`config.mk`:
```
export PLATFORM = sky130hd
export DESIGN_NAME = fmng_queue
export DESIGN_NICKNAME = d
export VERILOG_FILES = /design/src/fmng_pkg.sv /design/src/fmng_queue.sv
export VERILOG_INCLUDE_DIRS = /design/src /design/src/src
export SDC_FILE = /design/constraint.sdc
export NUM_CORES = 1
export LEC_CHECK = 0
export CAP_MARGIN = 30
export CORE_MARGIN = 1
export CORE_UTILIZATION = 50
export DETAILED_ROUTE_END_ITERATION = 10
export DONT_BUFFER_PORTS = 1
export GPL_TIMING_DRIVEN = 0
export SLEW_MARGIN = 20
export SYNTH_ARGS = -nofsm -noshare
export SYNTH_HDL_FRONTEND = slang
export SYNTH_SLANG_ARGS = --single-unit
```
`constraint.sdc`:
```
create_clock -name clock -period 5.33 [get_ports clock]
set_input_delay 0 -clock clock [delete_from_list [all_inputs] [get_ports clock]]
set_output_delay 0 -clock clock [all_outputs]
set_load 0.005 [all_outputs]
```
`src/frame_max_normalize_gamma_to_8bit_core_assert.svh`:
```
// ----------------------------------------------------------------------------
// fmng assertion macros
// shared concurrent check forms for the frame normalize / gamma core
// ----------------------------------------------------------------------------
`ifndef FRAME_MAX_NORMALIZE_GAMMA_TO_8BIT_CORE_ASSERT_SVH
`define FRAME_MAX_NORMALIZE_GAMMA_TO_8BIT_CORE_ASSERT_SVH

// same-cycle implication
`define FMNG_ASSERT_HOLDS(name, clk, rst, pre, post) \
   name: assert property (@(posedge clk) disable iff (rst) (pre) |-> (post)) \
      else $error("fmng check failed");

// next-cycle implication
`define FMNG_ASSERT_NEXT(name, clk, rst, pre, post) \
   name: assert property (@(posedge clk) disable iff (rst) (pre) |=> (post)) \
      else $error("fmng check failed");

`endif

```
`src/fmng_pkg.sv`:
```
// ----------------------------------------------------------------------------
// fmng_pkg
// shared types, constants and the gamma level function
// ----------------------------------------------------------------------------
package fmng_pkg;

   localparam int PIXEL_W     = 16;
   localparam int LEVEL_W     = 8;
   localparam int SHIFT_W     = 4;
   localparam int ADDR_MAX_W  = 20;
   localparam int CSR_DATA_W  = 32;
   localparam int CSR_ADDR_W  = 3;

   localparam int QUEUE_DEPTH = 4;
   localparam int QUEUE_PTR_W = 2;
   localparam int QUEUE_CNT_W = 3;

   localparam logic [SHIFT_W-1:0] DIVISOR_SHIFT_RESET = 4'd3;
   localparam logic               CSR_IDX_DIVISOR_SHIFT = 1'b0;

   localparam logic FUNC_LOAD  = 1'b0;
   localparam logic FUNC_DRAIN = 1'b1;

   localparam logic [LEVEL_W-1:0] LEVEL_ZERO = 8'd0;
   localparam logic [LEVEL_W-1:0] LEVEL_MAX  = 8'd255;

   typedef enum logic {
      CMD_WRITE,
      CMD_READ
   } cmd_op_type;

   typedef struct packed {
      cmd_op_type                op;
      logic [ADDR_MAX_W-1:0]     addr;
      logic [PIXEL_W-1:0]        data;
      logic                      last;
   } cmd_type;

   // round(255 * (k / 2^ratio_bits)^0.6), halves up, exact integer search:
   // level >= t when (2t-1)^5 * n^3 <= 32 * 255^5 * k^3
   function automatic logic [LEVEL_W-1:0] gamma_level(input int unsigned k,
                                                      input int unsigned ratio_bits);
      logic [127:0]         rhs;
      logic [127:0]         lhs;
      logic [127:0]         n;
      logic [127:0]         kk;
      logic [127:0]         odd;
      logic [LEVEL_W-1:0]   m;
      logic [LEVEL_W-1:0]   t;
      int                   i;
      int                   b;
      n   = 128'd1 << ratio_bits;
      kk  = 128'(k);
      rhs = 128'd32;
      for (i = 0; i < 5; i++) begin
         rhs = rhs * 128'd255;
      end
      rhs = rhs * kk * kk * kk;
      m = '0;
      for (b = LEVEL_W - 1; b >= 0; b--) begin
         t   = m | (LEVEL_W'(1) << b);
         odd = 128'({t, 1'b0}) - 128'd1;
         lhs = odd * odd * odd * odd * odd * n * n * n;
         if (lhs <= rhs) begin
            m = t;
         end
      end
      return m;
   endfunction

endpackage

```
`src/fmng_queue.sv`:
```
// ----------------------------------------------------------------------------
// fmng_queue
// short command queue between the front and back ends
// ----------------------------------------------------------------------------
`include "frame_max_normalize_gamma_to_8bit_core_assert.svh"

module fmng_queue (
   input  logic              clock,
   input  logic              reset,
   input  logic              push,
   input  fmng_pkg::cmd_type wr_cmd,
   input  logic              pop,
   output fmng_pkg::cmd_type rd_cmd,
   output logic              full,
   output logic              empty
);
   import fmng_pkg::*;

   cmd_type                  entry_ff [QUEUE_DEPTH];
   logic [QUEUE_PTR_W-1:0]   wr_ptr_ff;
   logic [QUEUE_PTR_W-1:0]   wr_ptr_in;
   logic [QUEUE_PTR_W-1:0]   rd_ptr_ff;
   logic [QUEUE_PTR_W-1:0]   rd_ptr_in;
   logic [QUEUE_CNT_W-1:0]   count_ff;
   logic [QUEUE_CNT_W-1:0]   count_in;

   assign full   = (count_ff == QUEUE_CNT_W'(QUEUE_DEPTH));
   assign empty  = (count_ff == '0);
   assign rd_cmd = entry_ff[rd_ptr_ff];

   always_comb begin
      wr_ptr_in = wr_ptr_ff;
      rd_ptr_in = rd_ptr_ff;
      count_in  = count_ff;
      if (push) begin
         wr_ptr_in = wr_ptr_ff + QUEUE_PTR_W'(1);
      end
      if (pop) begin
         rd_ptr_in = rd_ptr_ff + QUEUE_PTR_W'(1);
      end
      if (push && !pop) begin
         count_in = count_ff + QUEUE_CNT_W'(1);
      end else if (pop && !push) begin
         count_in = count_ff - QUEUE_CNT_W'(1);
      end
   end

   always_ff @(posedge clock) begin
      if (reset) begin
         wr_ptr_ff <= '0;
         rd_ptr_ff <= '0;
         count_ff  <= '0;
      end else begin
         wr_ptr_ff <= wr_ptr_in;
         rd_ptr_ff <= rd_ptr_in;
         count_ff  <= count_in;
      end
   end

   always_ff @(posedge clock) begin
      if (push) begin
         entry_ff[wr_ptr_ff] <= wr_cmd;
      end
   end

   `FMNG_ASSERT_HOLDS(a_no_push_full, clock, reset, full, !push)
   `FMNG_ASSERT_NEXT(a_push_not_empty, clock, reset, push && !pop, count_ff != '0)

endmodule

```
==> summary.md <==
| Metric | Value |
|---|---|
| Slowest stage delay, CP | `380 ps` |
| Commonest non-fill, non-tap cell in the layout | `edfxtp_1` |
| Fin Clk Skew | `4.530 ps` |
| Slowest cell on crit path | `mux4_2` |
| Post-synthesis cell type count | `22` |
| H-tree lvl count | `4` |
| Max-slew headroom | `56.52%` |
| Multiplexer area fraction after synthesis | `14.78%` |
| MaxCap Viol Count | `0` |
| Synth Area in Adders | `1.393%` |
| Grt total ovfl | `0` |
| WS Path Type | `reg2out` |
| Final hold viol count | `0` |
| Status | `completed` |
| Tmin final | `1765 ps` |
| Inserted Diodes | `0` |
| Hpwl dp | `5541 um` |
| First-pass GRT wire length | `approximately 15000 um` |
| Vias | `2527` |
| Largest family of logic cells by synthesized area | `multiplexers` |
| Synthesized cell area | `5927 um2` |
| Rows | `39` |
| DRC | `0` |
| Area Overhead vs Synth | `21.26%` |
| Via/cell ratio | `5.446` |
| Chip Width | `between 100 and 150 um` |
| CTS Sinks | `roughly 160` |
| GP Congestion | `0.6719` |
| Routed Antenna Nets | `0` |
| Final TNS setup | `0 ps` |
| Most frequent cells in the layout | `edfxtp_1 (152), dlygate4sd3_1 (43), mux4_2 (38), clkbuf_16 (17), dfxtp_1 (9)` |
| Cell mode on critical path | `buf_2` |
| Worst path required time | `5330 ps` |
| Worst path cell trace | `buf_2 > buf_2 > mux4_2` |
| VDD IR-drop max | `approximately 0.25 mV` |
| Core Region | `11470 um2` |
| Worst Path Max Fanout | `10` |
| Synth Area in Compound Gates | `0.1689%` |
| Drt pass-1 iters | `4` |
| Vias in the first global route | `2749` |
| Initial core utilization | `51.69%` |
| Worst Tran Pin Value | `652.2 ps` |
| Simple-gate share of the synthesized area | `1.246%` |
| Initial drt markers | `153` |
| Critical path capture point type | `output port` |
| Clock transition at path regs | `roughly 60 ps` |
| Layout cells sized above 1 | `between 20% and 30%` |
| Global Route Usage Sum | `17.43%` |
| WP buf/inv | `2` |
| DIE AREA | `12290 um2` |
| Synth Area in XOR/XNOR | `0.7389%` |
| Avg WL per Cell | `20.60 um` |
| RSZ-0062 raised after global routing | `no` |
| Worst skew pair latency | `approximately 420 ps` |
| Initial antenna violation count | `0` |
| Non-filler instance count after layout | `464` |
| TritonCTS clock tree | `yes` |
| Postcts setup bufs | `0` |
| Synth warn | `0` |
| Clock Tree Root | `clkbuf_16` |
| Gate Count Post-Synth | `242` |
| CP startpoint kind | `register` |
| Crit path max-delay family | `buffers and inverters` |
| Clk buf depth | `2` |
| Period utilization | `33.12%` |
| WP data arrival | `1770 ps` |
| Slew Limit Fails | `0` |
| IO Port Bufs | `0` |
| DRT Wirelength | `9559 um` |
| PwrDens | `approximately 390 nW/um2` |
| Post-Syn Area per Cell | `about 24 um2` |
| IO Count | `82` |
| Placed insts | `about 390` |
| Final #Nets | `about 360` |
| Max Clock Freq | `566.5 MHz` |
| Worst hold-check path type | `in2reg` |
| Seq/Total Area, Yosys | `80.05%` |
| Num CTS Buffers | `17` |
| Largest net degree at the start of global routing | `27` |
| Post-Syn Nets | `290` |
| Endpoints failing setup | `0` |
| Die Ht | `110.9 um` |
| Yosys reg bits | `about 160` |
| Leakage | `2.346 nW` |
## worst paths after layout
kind / from / slack (ps) / end / depth (start not counted)
min: push / 100 / entry_ff[0][35] / 1
min reg2reg: count_ff[2] / 510 / count_ff[2] / 2
max reg2reg: wr_ptr_ff[0] / 3630 / entry_ff[2][36] / 4
max: register / 3560 / rd_cmd[16] / 3
## sequential cells by signal (all words and copies together) (netlist names), named ones only
| register | flops |
|---|---|
| count_ff | 3 |
| wr_ptr_ff | 2 |
| rd_ptr_ff | 2 |
| entry_ff | 152 |
## layer usage
layer  vias to the layer above  GRT usage, %  part of all wire, %  wire length (um)
met2                        73         26.46                   49              4660
met5                         -             0                    0                 0
li1                       1142             -                    -                 -
met1                      1297         22.72                   43              4140
met3                        15         5.577                  5.8               550
met4                         0         9.067                  2.2               208
## per-stage QoR
stage          instance area, um2  hold slack (ps)  util (%)  setup WS (ps)  total power (W)
2_1_floorplan                5927            98.87         -           3465         0.001646
3_3_place_gp                 6106            99.01     53.25           2735         0.001691
3_5_place_dp                 6206            98.97     54.12           3585         0.001702
4_1_cts                      7187            92.84     62.67           3505         0.002861
5_1_grt                      7187            91.38     62.67           3464         0.002937
6_report                     7187            96.00     62.67           3565         0.002830
## logic make-up (layout without fill, tap and decap cells)
logic type      Yosys count  count (layout)
mux                      40              40
simple gates             15              15
xor+xnor                  5               5
fa+ha+maj                 6               6
flops                   161             161
compound gates            2               2
buf+inv                  13              92
## repair_timing
| action | in CTS | in global routing |
|---|---|---|
| hold buffers | 43 | 0 |
| resized for setup | 0 | 0 |
| hold endpoints to repair | 161 | 0 |
## cells in the mapped netlist, drive strengths merged
master    n  share of area (%)
inv       4               0.25
o21ai     1              0.084
and2      4               0.42
dfxtp     9                3.0
or3       1               0.11
a21oi     1              0.084
nor2      7               0.44
xnor2     2               0.30
nor3      1              0.084
clkbuf    2               0.13
edfxtp  152                 77
mux2i     2               0.34
mux4     38                 14
ha        5                1.1
fa        1               0.34
nand2     1              0.063
xor2      3               0.44
buf       7                1.2
nor3b     1               0.13
## report_power, final
part / internal, W / leakage (nW) / switching (W) / total, W
combinational: 0.000119 / 0.604 / 0.000118 / 0.000237
clock: 0.000674 / 0.272 / 0.000449 / 0.00112
sequential: 0.00145 / 1.47 / 0.0000180 / 0.00147
total: 0.00224 / 2.35 / 0.000585 / 0.00283
## cell type report
| type | count | area [um2] |
|---|---|---|
| repair buffers | 47 | 525.5 |
| well taps | 143 | 178.9 |
| fillers | 765 | 4280 |
| plain buffers | 9 | 81.33 |
| inverters | 4 | 15.01 |
| clock buffers | 17 | 425.4 |
| clock inverters | 15 | 125.1 |
| multi-input cells | 68 | 1091 |
| flip-flops and latches | 161 | 4745 |
Power figures use the tool's default switching activity.
