`config.mk`:
```
export PLATFORM = sky130hd
export DESIGN_NAME = fmng_front
export DESIGN_NICKNAME = d
export VERILOG_FILES = /design/src/fmng_pkg.sv /design/src/fmng_front.sv
export VERILOG_INCLUDE_DIRS = /design/src /design/src/src
export SDC_FILE = /design/constraint.sdc
export NUM_CORES = 1
export LEC_CHECK = 0
export ABC_AREA = 1
export BUFFER_PORTS_ARGS = -buffer_cell sky130_fd_sc_hd__buf_2
export CAP_MARGIN = 10
export CORE_MARGIN = 3
export CORE_UTILIZATION = 45
export CTS_CLUSTER_SIZE = 30
export DETAILED_ROUTE_END_ITERATION = 6
export GPL_ROUTABILITY_DRIVEN = 0
export PLACE_DENSITY_LB_ADDON = 0.12
export SYNTH_ARGS = -nofsm -noshare
export SYNTH_HDL_FRONTEND = slang
export SYNTH_SLANG_ARGS = --single-unit
```
`constraint.sdc`:
```
create_clock -name clock -period 4.79 [get_ports clock]
set_input_delay 0.7185 -clock clock [delete_from_list [all_inputs] [get_ports clock]]
set_output_delay 0.7185 -clock clock [all_outputs]
set_load 0.005 [all_outputs]
```
`src/frame_max_normalize_gamma_to_8bit_core_assert.svh`:
```
// ----------------------------------------------------------------------------
// fmng assertion macros
// shared concurrent check forms for the frame normalize / gamma core
// ----------------------------------------------------------------------------
`ifndef FRAME_MAX_NORMALIZE_GAMMA_TO_8BIT_CORE_ASSERT_SVH
`define FRAME_MAX_NORMALIZE_GAMMA_TO_8BIT_CORE_ASSERT_SVH

// same-cycle implication
`define FMNG_ASSERT_HOLDS(name, clk, rst, pre, post) \
   name: assert property (@(posedge clk) disable iff (rst) (pre) |-> (post)) \
      else $error("fmng check failed");

// next-cycle implication
`define FMNG_ASSERT_NEXT(name, clk, rst, pre, post) \
   name: assert property (@(posedge clk) disable iff (rst) (pre) |=> (post)) \
      else $error("fmng check failed");

`endif

```
`src/fmng_pkg.sv`:
```
// ----------------------------------------------------------------------------
// fmng_pkg
// shared types, constants and the gamma level function
// ----------------------------------------------------------------------------
package fmng_pkg;

   localparam int PIXEL_W     = 16;
   localparam int LEVEL_W     = 8;
   localparam int SHIFT_W     = 4;
   localparam int ADDR_MAX_W  = 20;
   localparam int CSR_DATA_W  = 32;
   localparam int CSR_ADDR_W  = 3;

   localparam int QUEUE_DEPTH = 4;
   localparam int QUEUE_PTR_W = 2;
   localparam int QUEUE_CNT_W = 3;

   localparam logic [SHIFT_W-1:0] DIVISOR_SHIFT_RESET = 4'd3;
   localparam logic               CSR_IDX_DIVISOR_SHIFT = 1'b0;

   localparam logic FUNC_LOAD  = 1'b0;
   localparam logic FUNC_DRAIN = 1'b1;

   localparam logic [LEVEL_W-1:0] LEVEL_ZERO = 8'd0;
   localparam logic [LEVEL_W-1:0] LEVEL_MAX  = 8'd255;

   typedef enum logic {
      CMD_WRITE,
      CMD_READ
   } cmd_op_type;

   typedef struct packed {
      cmd_op_type                op;
      logic [ADDR_MAX_W-1:0]     addr;
      logic [PIXEL_W-1:0]        data;
      logic                      last;
   } cmd_type;

   // round(255 * (k / 2^ratio_bits)^0.6), halves up, exact integer search:
   // level >= t when (2t-1)^5 * n^3 <= 32 * 255^5 * k^3
   function automatic logic [LEVEL_W-1:0] gamma_level(input int unsigned k,
                                                      input int unsigned ratio_bits);
      logic [127:0]         rhs;
      logic [127:0]         lhs;
      logic [127:0]         n;
      logic [127:0]         kk;
      logic [127:0]         odd;
      logic [LEVEL_W-1:0]   m;
      logic [LEVEL_W-1:0]   t;
      int                   i;
      int                   b;
      n   = 128'd1 << ratio_bits;
      kk  = 128'(k);
      rhs = 128'd32;
      for (i = 0; i < 5; i++) begin
         rhs = rhs * 128'd255;
      end
      rhs = rhs * kk * kk * kk;
      m = '0;
      for (b = LEVEL_W - 1; b >= 0; b--) begin
         t   = m | (LEVEL_W'(1) << b);
         odd = 128'({t, 1'b0}) - 128'd1;
         lhs = odd * odd * odd * odd * odd * n * n * n;
         if (lhs <= rhs) begin
            m = t;
         end
      end
      return m;
   endfunction

endpackage

```
`src/fmng_front.sv`:
```
// ----------------------------------------------------------------------------
// fmng_front
// accepts requests, keeps frame bookkeeping and issues buffer commands
// ----------------------------------------------------------------------------
`include "frame_max_normalize_gamma_to_8bit_core_assert.svh"

module fmng_front #(
   parameter int FRAME_PIXELS = 262144
) (
   input  logic                          clock,
   input  logic                          reset,
   input  logic                          req_valid,
   output logic                          req_stall,
   input  logic                          req_func,
   input  logic [fmng_pkg::PIXEL_W-1:0]  req_pixel,
   input  logic                          req_frame_end,
   input  logic [fmng_pkg::SHIFT_W-1:0]  divisor_shift,
   input  logic                          q_full,
   output logic                          q_push,
   output fmng_pkg::cmd_type             q_cmd
);
   import fmng_pkg::*;

   localparam int COUNT_W = $clog2(FRAME_PIXELS + 1);
   localparam int ADDR_W  = (FRAME_PIXELS > 1) ? $clog2(FRAME_PIXELS) : 1;

   logic [PIXEL_W-1:0]  running_max_ff;
   logic [PIXEL_W-1:0]  running_max_in;
   logic [COUNT_W-1:0]  load_count_ff;
   logic [COUNT_W-1:0]  load_count_in;
   logic [COUNT_W-1:0]  drain_index_ff;
   logic [COUNT_W-1:0]  drain_index_in;
   logic                frame_ready_ff;
   logic                frame_ready_in;
   logic [PIXEL_W-1:0]  divisor_ff;
   logic [PIXEL_W-1:0]  divisor_in;

   logic                accept;
   logic [COUNT_W-1:0]  base_count;
   logic [PIXEL_W-1:0]  base_max;
   logic                store;
   logic [PIXEL_W-1:0]  new_max;
   logic [COUNT_W-1:0]  drain_next;
   logic                drain_last;

   assign req_stall  = q_full;
   assign accept     = req_valid && !q_full;
   assign base_count = frame_ready_ff ? '0 : load_count_ff;
   assign base_max   = frame_ready_ff ? '0 : running_max_ff;
   assign store      = (base_count != COUNT_W'(FRAME_PIXELS));
   assign new_max    = (store && (req_pixel > base_max)) ? req_pixel : base_max;
   assign drain_next = drain_index_ff + COUNT_W'(1);
   assign drain_last = (drain_next == load_count_ff);

   always_comb begin
      running_max_in = running_max_ff;
      load_count_in  = load_count_ff;
      drain_index_in = drain_index_ff;
      frame_ready_in = frame_ready_ff;
      divisor_in     = divisor_ff;
      q_push         = 1'b0;
      q_cmd.op       = CMD_WRITE;
      q_cmd.addr     = ADDR_MAX_W'(base_count[ADDR_W-1:0]);
      q_cmd.data     = req_pixel;
      q_cmd.last     = 1'b0;
      if (accept) begin
         unique case (req_func)
            FUNC_LOAD: begin
               running_max_in = new_max;
               load_count_in  = base_count + COUNT_W'(store);
               drain_index_in = '0;
               frame_ready_in = req_frame_end;
               if (req_frame_end) begin
                  divisor_in = new_max >> divisor_shift;
               end
               q_push = store;
            end
            FUNC_DRAIN: begin
               if (frame_ready_ff && (drain_index_ff < load_count_ff)) begin
                  q_push         = 1'b1;
                  q_cmd.op       = CMD_READ;
                  q_cmd.addr     = ADDR_MAX_W'(drain_index_ff[ADDR_W-1:0]);
                  q_cmd.data     = divisor_ff;
                  q_cmd.last     = drain_last;
                  drain_index_in = drain_next;
                  if (drain_last) begin
                     running_max_in = '0;
                     load_count_in  = '0;
                     drain_index_in = '0;
                     frame_ready_in = 1'b0;
                  end
               end
            end
            default: begin
               q_push = 1'b0;
            end
         endcase
      end
   end

   always_ff @(posedge clock) begin
      if (reset) begin
         running_max_ff <= '0;
         load_count_ff  <= '0;
         drain_index_ff <= '0;
         frame_ready_ff <= 1'b0;
         divisor_ff     <= '0;
      end else begin
         running_max_ff <= running_max_in;
         load_count_ff  <= load_count_in;
         drain_index_ff <= drain_index_in;
         frame_ready_ff <= frame_ready_in;
         divisor_ff     <= divisor_in;
      end
   end

   `FMNG_ASSERT_HOLDS(a_ready_has_pixels, clock, reset, frame_ready_ff, drain_index_ff < load_count_ff)
   `FMNG_ASSERT_HOLDS(a_idle_drain_zero, clock, reset, !frame_ready_ff, drain_index_ff == '0)

endmodule

```
==> out/qor.txt, run 1 <==
Status = completed
Die width = 122 um
Post-route fraction of the period consumed by the critical path = 85.2%
Share of the synthesized area in the top cell type = 23.5%
Most area-hungry cell type in the Yosys netlist = sky130_fd_sc_hd__dfxtp_1
Portion of the post-synthesis area used by sequential elements = 23.5%
Most used flip-flop cell after synthesis = sky130_fd_sc_hd__dfxtp_1
Final period demand of the worst path = 4.08 ns
Power after layout = 1.63 mW
Post-CTS Repair Setup Buffers = 0
Number of vias in the routed layout = 6,593
Sort of element at the end of the critical path = primary output
Leading post-synthesis cells by instance count = 276 x sky130_fd_sc_hd__nand2_1, 165 x sky130_fd_sc_hd__nand3_1, 95 x sky130_fd_sc_hd__inv_1
Deepest clock path buffer count = 2
Transition time at the pin with the least slew margin = 1.02 ns
Setup Skew = 0.00687 ns
Inserted Clock Buffers = 9
Starting Density = 47.0%
Antenna cells = 0
Reported leakage power = 3.15 nW
Layout-stage area growth over the synthesis result = 10.7%
Total DRC errors in the routed layout = 0
DRC marker count from the first detailed-route iteration = 567
Final Hold Fails = 0
Slew Viols, Final = 0
First-pass GRT wire length = 31,400 um
RSZ-0062 raised after global routing = no
Die Height = 122 um
Total gr overflow = 0
Max Freq = 245 MHz
Launching element type of the critical path = register
Area of the mapped netlist = 6050 sq um
Antenna violations before repair = 0
Flip-flop and latch count after synthesis = 71
Clock sink count = 71
Worst Setup Slack post-DPL = 1.06 ns
Net total in the final layout = 1,104
Area contributors post-synth = sky130_fd_sc_hd__dfxtp_1 23%, sky130_fd_sc_hd__nand2_1 17%, sky130_fd_sc_hd__nand3_1 14%
Cells resized by post-CTS repair = 0
Power per standard cell area = 244 nW/um^2
Number of global-route vias before repair = 6,159
Crit path arrival time = 3.36 ns
Die Outline Area = 14,900 sq um
Detailed Place HPWL = 14,800 um
IO Port Bufs = 63
Minimum setup slack in the final design = 0.709 ns
Worst rel slew slack = 31.8%
Routed WL = 19,500 um
Number of synthesized flops with an enable pin = 0
Via density = 5.42
Largest net degree at the start of global routing = 30
Area of the placeable core = 12,900 sq um
Final setup fails = 0
Worst Hold Margin = 0.460 ns
Wire length per cell = 16.0 um
Required time at the worst-slack endpoint = 4.07 ns
VDD IR-drop max = 0.000151 V
CTS Root Buffer Type = sky130_fd_sc_hd__clkbuf_16
Category of the critical setup timing path = reg -> out
Clock transition at path regs = 0.06 ns
Fillers = 1,399
MaxCap Viol Count = 0
Synthesized area divided by synthesized cell count = 6.04 sq um
I/O pin total = 66
Yosys cell types = 42
Post-CTS Hold Fix Bufs = 0
Total routing usage reported by global routing = 27.0%
CTS H-Tree Depth = 3
Synthesized netlist cell count = 1,002
Fraction of final layout cells with drive strength greater than 1 = 11.7%
Clock insertion delay at the later pin of the skew report = 0.35 ns
Largest fanout of any net on the critical path = 29
Most used standard cell by instance count after synthesis = sky130_fd_sc_hd__nand2_1
Count of yosys warnings during synthesis = 0
Type of the most critical hold path = reg -> reg
Post-Route Setup TNS = 0 ns
Number of routed nets with antenna violations = 0
Count of standard-cell rows = 41
TritonCTS clock tree = built
First-pass detailed-route iteration total = 5
Share of synthesized flip-flops with an asynchronous set or reset = 0%
-- routing by layer --
layer,GRT usage [%],vias to the layer above,wire [um]
met5,0,-,0
met4,11.1,0,681
met3,4.92,37,1060
met2,46.5,216,9350
met1,33.1,2976,8390
li1,-,3364,-
-- critical path, cell delays in order (launching register included) --
cell and delay (ns):
sky130_fd_sc_hd__dfxtp_1 0.39, sky130_fd_sc_hd__inv_1 0.11, sky130_fd_sc_hd__ha_1 0.32, sky130_fd_sc_hd__a21oi_1 0.15, sky130_fd_sc_hd__or2_1 0.11, sky130_fd_sc_hd__a21oi_1 0.06
sky130_fd_sc_hd__nor3b_1 0.25, sky130_fd_sc_hd__nand4_1 0.19, sky130_fd_sc_hd__nor2_2 0.12, sky130_fd_sc_hd__buf_4 0.30, sky130_fd_sc_hd__inv_1 0.47, sky130_fd_sc_hd__o21ai_0 0.36
sky130_fd_sc_hd__buf_2 0.16
-- flip-flops by register name, indices dropped and copies added (netlist names) --
signal / cells
running_max_ff: 16
frame_ready_ff: 1
drain_index_ff: 19
load_count_ff: 19
divisor_ff: 16
-- where the power goes --
part           switching [mW]  internal (mW)
clock network           0.283          0.401
registers              0.0192          0.608
logic                   0.213          0.108
-- stage by stage --
stage | cell area, sq um | utilization [%] | cells
3_3_place_gp | 6410 | 49.8 | 1201
5_1_grt | 6700 | 52.1 | 1217
6_report | 6700 | 52.1 | 1217
3_5_place_dp | 6410 | 49.8 | 1201
2_1_floorplan | 6060 | - | 1003
4_1_cts | 6700 | 52.1 | 1217
-- path summary, 6_finish.rpt --
path,from,slack (ns),cells after the start,to
max,load_count_ff[12],0.71,12,q_cmd[32]
min,running_max_ff[13],0.46,2,running_max_ff[13]
max reg2reg,load_count_ff[12],1.13,13,drain_index_ff[5]
min reg2reg,running_max_ff[13],0.46,2,running_max_ff[13]
-- layout by cell type (no fill, tap or decap), types with 9 or more instances in the layout --
| cell | count |
|---|---|
| sky130_fd_sc_hd__nand2_1 | 276 |
| sky130_fd_sc_hd__nand3_1 | 165 |
| sky130_fd_sc_hd__inv_1 | 95 |
| sky130_fd_sc_hd__nor2_1 | 93 |
| sky130_fd_sc_hd__dfxtp_1 | 71 |
| sky130_fd_sc_hd__o21ai_0 | 66 |
| sky130_fd_sc_hd__buf_2 | 63 |
| sky130_fd_sc_hd__ha_1 | 38 |
| sky130_fd_sc_hd__a21oi_1 | 37 |
| sky130_fd_sc_hd__xor2_1 | 15 |
| sky130_fd_sc_hd__nand4_1 | 14 |
| sky130_fd_sc_hd__nand3_2 | 12 |
| sky130_fd_sc_hd__nor3_1 | 10 |
| sky130_fd_sc_hd__clkbuf_16 | 9 |
-- area by class of cell --
cell class                      count  area [sq um]  area share (%)
Sequential cell                    71          1420            21.2
Clock inverter                      6          61.3           0.915
Clock buffer                       10           229            3.42
Inverter                          106           398            5.94
Tap cell                          172           215            3.21
Multi-Input combinational cell    784          4030            60.1
Timing Repair Buffer               68           353            5.26
-- kinds of logic after synthesis --
| kind of cell | Yosys count | synth area share (%) |
|---|---|---|
| AO/OA/AOI/OAI | 123 | 10.8 |
| buffers and inverters | 148 | 10.1 |
| flip-flops | 71 | 23.5 |
| other | 1 | 0.0619 |
| XOR/XNOR | 15 | 2.17 |
| adder cells (fa/ha/maj) | 38 | 7.85 |
| AND/OR/NAND/NOR | 606 | 45.5 |
Power figures use the tool's default switching activity.
==> run 2: changes to the inputs <==
--- a/config.mk
+++ b/config.mk
@@ -9,8 +9,10 @@
 export ABC_AREA = 1
 export BUFFER_PORTS_ARGS = -buffer_cell sky130_fd_sc_hd__buf_2
 export CAP_MARGIN = 10
+export CELL_PAD_IN_SITES_DETAIL_PLACEMENT = 1
+export CELL_PAD_IN_SITES_GLOBAL_PLACEMENT = 1
 export CORE_MARGIN = 3
-export CORE_UTILIZATION = 45
+export CORE_UTILIZATION = 38
 export CTS_CLUSTER_SIZE = 30
 export DETAILED_ROUTE_END_ITERATION = 6
 export GPL_ROUTABILITY_DRIVEN = 0
==> constraint.sdc (replaced) <==
create_clock -name clock -period 3.6 [get_ports clock]
set_input_delay 0.54 -clock clock [delete_from_list [all_inputs] [get_ports clock]]
set_output_delay 0.54 -clock clock [all_outputs]
set_load 0.005 [all_outputs]
==> out/qor.txt, run 2 (same netlist as run 1, synthesis figures left out) <==
Fillers = 2,158
I/O pin total = 66
Post-CTS Hold Fix Bufs = 0
Number of global-route vias before repair = 6,782
Highest-count cells in the layout ignoring fill and taps = 276 x sky130_fd_sc_hd__nand2_1, 165 x sky130_fd_sc_hd__nand3_1, 94 x sky130_fd_sc_hd__inv_1
Critical-path cell with the highest stage delay = sky130_fd_sc_hd__dfxtp_1
Worst reg2reg path startpoint = frame_ready_ff
VDD IR-drop max = 0.000226 V
Sort of element at the end of the critical path = primary output
Fraction of final layout cells with drive strength greater than 1 = 13.0%
Detailed Place HPWL = 17,300 um
Largest net degree at the start of global routing = 43
Fin area = 6900 sq um
Critical Path, Cell by Cell = inv_1 -> ha_1 -> a21oi_1 -> or2_1 -> a21oi_1 -> nor3b_2 -> nand4_1 -> nor2_2 -> clkinvlp_4 -> buf_4 -> o21ai_0 -> buf_2
Routed WL = 22,400 um
Layout-stage area growth over the synthesis result = 14.0%
Regs by FF count = drain_index_ff x19, load_count_ff x19
DRC marker count from the first detailed-route iteration = 283
Slew Viols, Final = 0
TritonCTS clock tree = built
Top cell family by delay on the critical path = simple AND/OR/NAND/NOR gates
Die width = 132 um
Post-route fraction of the period consumed by the critical path = 94.5%
Starting Density = 39.4%
Required time at the worst-slack endpoint = 3.06 ns
Number of cells on the worst hold path = 2
Cell repeated most along the worst path = sky130_fd_sc_hd__a21oi_1
Area after DPL = 6560 sq um
Setup Skew = 0.00881 ns
Startpoint of the most critical hold path = running_max_ff[13]
Most common cell after layout, fill and taps aside = sky130_fd_sc_hd__nand2_1
RSZ-0062 raised after global routing = no
Post-route core utilization = 44.9%
Largest fanout of any net on the critical path = 11
Reg2reg setup slack = 0.35 ns
Post-Route Setup TNS = 0 ns
Category of the critical setup timing path = reg -> out
Net total in the final layout = 1,116
Number of vias in the routed layout = 6,805
First-pass detailed-route iteration total = 5
Number of logic stages on the critical path including buffering = 12
Transition time at the pin with the least slew margin = 0.584 ns
Final period demand of the worst path = 3.40 ns
Total DRC errors in the routed layout = 0
CTS H-Tree Depth = 3
CTS Root Buffer Type = sky130_fd_sc_hd__clkbuf_16
Inserted Clock Buffers = 9
Clock sink count = 71
Number of cells on the worst reg-to-reg path = 21
Power per standard cell area = 333 nW/um^2
Die Height = 132 um
Antenna cells = 0
Total gr overflow = 0
Deepest clock path buffer count = 2
Total routing usage reported by global routing = 26.0%
Clock transition at path regs = 0.06 ns
Power after layout = 2.30 mW
IO Port Bufs = 63
Area taken by multi-input logic gates = 4040 sq um
Launching element type of the critical path = register
Delay contributed by the slowest stage of the critical path = 0.42 ns
Min-Delay Endpoint = running_max_ff[13]
Number of routed nets with antenna violations = 0
Worst path buffer plus inverter count = 4
Count of standard-cell rows = 45
Status = completed
Type of the most critical hold path = reg -> reg
Area of all sequential standard cells = 1420 sq um
Reported leakage power = 3.25 nW
MaxCap Viol Count = 0
Die Outline Area = 17,500 sq um
Area of the placeable core = 15,400 sq um
First-pass GRT wire length = 36,200 um
Worst r2r dst = divisor_ff[0]
Final Hold Fails = 0
Crit path arrival time = 2.86 ns
Antenna violations before repair = 0
Worst rel slew slack = 60.8%
Final setup fails = 0
Clock insertion delay at the later pin of the skew report = 0.35 ns
Wire length per cell = 17.7 um
Via density = 5.37
Max Freq = 294 MHz
-- run 2: cell type report --
| cell class | count | share of cell area, % |
|---|---|---|
| Clock buffer | 10 | 3.46 |
| Multi-Input combinational cell | 784 | 58.5 |
| Timing Repair Buffer | 80 | 6.60 |
| Tap cell | 211 | 3.82 |
| Inverter | 106 | 5.82 |
| Sequential cell | 71 | 20.6 |
| Clock inverter | 5 | 1.20 |
-- run 2: how the worst max path moves through the flow --
| stage | startpoint | end |
|---|---|---|
| after floorplan | frame_ready_ff | load_count_ff[18] |
| after global placement | load_count_ff[14] | q_cmd[22] |
| after detailed placement | frame_ready_ff | load_count_ff[18] |
| after CTS | load_count_ff[12] | q_cmd[17] |
| after global routing | frame_ready_ff | divisor_ff[3] |
| final | load_count_ff[12] | q_cmd[29] |
-- run 2: timing repair --
action	in CTS	in global routing
gates resized for setup	0	4
endpoints found under the setup margin	0	15
buffers inserted	0	1
-- run 2: worst min-delay path, cell delays in order (launching register included) --
cell and delay, ns:
sky130_fd_sc_hd__dfxtp_1 0.32, sky130_fd_sc_hd__nand3_2 0.07, sky130_fd_sc_hd__nand2_1 0.04
-- run 2: per-stage QoR --
stage / cells / hold WS (ns) / setup WS, ns
after global placement: 1251 / 0.449 / 0.468
after global routing: 1267 / 0.489 / 0.0104
after floorplan: 1003 / 0.437 / 0.734
after detailed placement: 1251 / 0.456 / 0.389
after CTS: 1266 / 0.466 / 0.0787
final: 1267 / 0.465 / 0.199
-- run 2: layer usage --
metal  GRT usage (%)  up-vias  routed length, um
met2            46.9      127              11200
li1                -     3404                  -
met5               0        -                  0
met4            9.47        0                781
met3            4.20       49                825
met1            31.0     3225               9590
-- run 2: report_power, final --
group | total (mW) | switching [mW] | internal (mW)
logic | 0.456 | 0.304 | 0.152
registers | 0.836 | 0.0267 | 0.809
clock network | 1.01 | 0.386 | 0.624
total | 2.30 | 0.717 | 1.59
==> run 3: changes to the inputs <==
--- a/config.mk
+++ b/config.mk
@@ -9,10 +9,10 @@
 export ABC_AREA = 1
 export BUFFER_PORTS_ARGS = -buffer_cell sky130_fd_sc_hd__buf_2
 export CAP_MARGIN = 10
-export CELL_PAD_IN_SITES_DETAIL_PLACEMENT = 1
-export CELL_PAD_IN_SITES_GLOBAL_PLACEMENT = 1
+export CELL_PAD_IN_SITES_DETAIL_PLACEMENT = 0
+export CELL_PAD_IN_SITES_GLOBAL_PLACEMENT = 2
 export CORE_MARGIN = 3
-export CORE_UTILIZATION = 38
+export CORE_UTILIZATION = 29
 export CTS_CLUSTER_SIZE = 30
 export DETAILED_ROUTE_END_ITERATION = 6
 export GPL_ROUTABILITY_DRIVEN = 0
==> out/qor.txt, run 3 (same netlist as run 1, synthesis figures left out) <==
I/O pin total = 66
Antenna violations before repair = 0
Highest-count cells in the layout ignoring fill and taps = 275 x sky130_fd_sc_hd__nand2_1, 165 x sky130_fd_sc_hd__nand3_1, 95 x sky130_fd_sc_hd__inv_1
Crit path arrival time = 2.76 ns
Worst rel slew slack = 52.3%
Post-route fraction of the period consumed by the critical path = 91.6%
Starting Density = 29.7%
Largest fanout of any net on the critical path = 13
Total routing usage reported by global routing = 21.4%
Clock sink count = 71
Area taken by multi-input logic gates = 4060 sq um
Fillers = 2,326
Slew Viols, Final = 0
Layout-stage area growth over the synthesis result = 20.0%
Largest net degree at the start of global routing = 40
DP Cell Count = 1,342
Worst reg2reg path startpoint = frame_ready_ff
Type of the most critical hold path = reg -> reg
Detailed route wirelength on metal2 = 11,900 um
Delay contributed by the slowest stage of the critical path = 0.42 ns
Die width = 150 um
Critical-path cell with the highest stage delay = sky130_fd_sc_hd__dfxtp_1
Die Outline Area = 22,600 sq um
Fin area = 7260 sq um
Switch Pwr = 0.698 mW
CTS H-Tree Depth = 3
Final Hold Fails = 0
Via density = 4.89
Post-CTS Hold Fix Bufs = 0
Inserted Clock Buffers = 9
Wire length per cell = 17.3 um
Top cell family by delay on the critical path = simple AND/OR/NAND/NOR gates
Most common cell after layout, fill and taps aside = sky130_fd_sc_hd__nand2_1
Required time at the worst-slack endpoint = 3.06 ns
Category of the critical setup timing path = reg -> out
Total gr overflow = 0
Reported leakage power = 3.43 nW
TritonCTS clock tree = built
IO Port Bufs = 63
Sw Ratio = 30.2%
Power after layout = 2.31 mW
Wire length on met3 = 633 um
Max Freq = 303 MHz
Setup Skew = 0.00863 ns
Clock transition at path regs = 0.06 ns
Number of cells on the worst hold path = 2
Final setup fails = 0
Highest metal used = met4
Area of the placeable core = 20,400 sq um
Transition time at the pin with the least slew margin = 0.714 ns
Status = completed
Area after DPL = 6860 sq um
Worst path buffer plus inverter count = 5
Clock network fraction of total power = 43.8%
Die Height = 150 um
MaxCap Viol Count = 0
First-pass GRT wire length = 36,800 um
Startpoint of the most critical hold path = load_count_ff[8]
Post-route core utilization = 35.7%
Area of all sequential standard cells = 1420 sq um
Launching element type of the critical path = register
Deepest clock path buffer count = 2
Fraction of final layout cells with drive strength greater than 1 = 15.8%
Logic pwr share = 20.4%
Critical Path, Cell by Cell = inv_1 -> ha_1 -> nand2_1 -> or2_1 -> a21oi_1 -> nor3b_1 -> nand4_1 -> buf_4 -> nor2_4 -> inv_1 -> buf_4 -> o21ai_0 -> buf_2
Internal power summed over all cells = 1.62 mW
Count of standard-cell rows = 52
Count of placed standard cells in the final layout, fillers left out = 1,364
Number of routed nets with antenna violations = 0
Power per standard cell area = 319 nW/um^2
Net total in the final layout = 1,153
DRC marker count from the first detailed-route iteration = 320
Start point of the critical path = load_count_ff[13]
Detailed-routing wirelength on met1 = 10,500 um
Number of global-route vias before repair = 6,542
Worst r2r dst = divisor_ff[0]
Sequential share of power = 35.8%
Routed WL = 23,500 um
First-pass detailed-route iteration total = 5
Min-Delay Endpoint = load_count_ff[8]
RSZ-0062 raised after global routing = no
Total DRC errors in the routed layout = 0
Reg2reg setup slack = 0.38 ns
VDD IR-drop max = 0.000186 V
Final period demand of the worst path = 3.30 ns
Number of vias in the routed layout = 6,671
Regs by FF count = drain_index_ff x19, load_count_ff x19
Worst Hold Margin = 0.457 ns
Sort of element at the end of the critical path = primary output
Antenna cells = 0
Number of cells on the worst reg-to-reg path = 20
Detailed Place HPWL = 18,200 um
Clock insertion delay at the later pin of the skew report = 0.34 ns
CTS Root Buffer Type = sky130_fd_sc_hd__clkbuf_16
==> run 3: changes by cell type in the layout (fill, tap and decap cells not counted) <==
| cell | change |
|---|---|
| sky130_fd_sc_hd__clkinv_4 | -2 |
| sky130_fd_sc_hd__nor2_1 | -1 |
| sky130_fd_sc_hd__nor2_4 | +2 |
| sky130_fd_sc_hd__nor3b_2 | -1 |
| sky130_fd_sc_hd__nand2_1 | -1 |
| sky130_fd_sc_hd__inv_1 | +1 |
| sky130_fd_sc_hd__buf_4 | +36 |
| sky130_fd_sc_hd__clkinvlp_4 | -1 |
| sky130_fd_sc_hd__clkbuf_1 | +2 |
| sky130_fd_sc_hd__nor3b_1 | +1 |
| sky130_fd_sc_hd__nand2_2 | +1 |
| sky130_fd_sc_hd__clkbuf_8 | +1 |
==> run 3: how the worst max path moves through the flow <==
stage	end	slack, ns	cells after the start
after floorplan	load_count_ff[18]	0.73	20
after global placement	q_cmd[22]	-0.1	12
after detailed placement	q_cmd[28]	-0.23	12
after CTS	q_cmd[1]	0.22	11
after global routing	load_count_ff[18]	0.009	18
final	q_cmd[28]	0.30	13
==> run 3: metal layers <==
metal,global-route usage [%],vias to the layer above
met2,38.2,102
met1,26.5,3078
met3,3.37,22
met4,5.99,0
met5,0,-
li1,-,3469
==> run 3: what timing repair did <==
item	CTS	global route
gates cloned	1	0
pin swaps	2	0
resized for setup	2	4
setup endpoints to repair	36	7
buffers inserted	2	3
==> run 3: cell type report <==
type / count / share of cell area, %
Timing Repair Buffer: 116 / 9.99
Tap cell: 270 / 4.65
Sequential cell: 71 / 19.6
Clock buffer: 13 / 3.58
Multi-Input combinational cell: 785 / 55.8
Clock inverter: 3 / 0.896
Inverter: 106 / 5.48
==> run 3: worst reg2reg max path, cell delays in order (launching register included) <==
cell	delay, ns
sky130_fd_sc_hd__dfxtp_1	0.43
sky130_fd_sc_hd__buf_4	0.23
sky130_fd_sc_hd__nor2_1	0.18
sky130_fd_sc_hd__inv_1	0.06
sky130_fd_sc_hd__ha_1	0.29
sky130_fd_sc_hd__nand2_1	0.07
sky130_fd_sc_hd__nor2_1	0.29
sky130_fd_sc_hd__nand3_1	0.11
sky130_fd_sc_hd__nor2_1	0.20
sky130_fd_sc_hd__a21oi_4	0.06
sky130_fd_sc_hd__buf_12	0.16
sky130_fd_sc_hd__nand2_4	0.19
sky130_fd_sc_hd__nand2_1	0.14
sky130_fd_sc_hd__nand3_1	0.12
sky130_fd_sc_hd__nand2_1	0.10
sky130_fd_sc_hd__nand2_1	0.08
sky130_fd_sc_hd__nand3_1	0.12
sky130_fd_sc_hd__nand3_1	0.11
sky130_fd_sc_hd__nand3_1	0.08
sky130_fd_sc_hd__nand2_1	0.06
sky130_fd_sc_hd__inv_1	0.05
==> run 3: power by group through the flow <==
stage / clock [mW] / combinational, mW / sequential (mW)
global route: 1.08 / 0.538 / 0.832
global placement: 0 / 0.478 / 0.846
floorplan: 0 / 0.315 / 0.844
finish: 1.01 / 0.472 / 0.829
CTS: 1.05 / 0.478 / 0.828
detailed placement: 0 / 0.473 / 0.846
==> run 3: stage by stage <==
stage / setup TNS [ns] / setup slack [ns]
5_1_grt: 0 / 0.00916
4_1_cts: 0 / 0.216
3_3_place_gp: -1.73 / -0.0991
6_report: 0 / 0.301
3_5_place_dp: -4.31 / -0.231
2_1_floorplan: 0 / 0.734
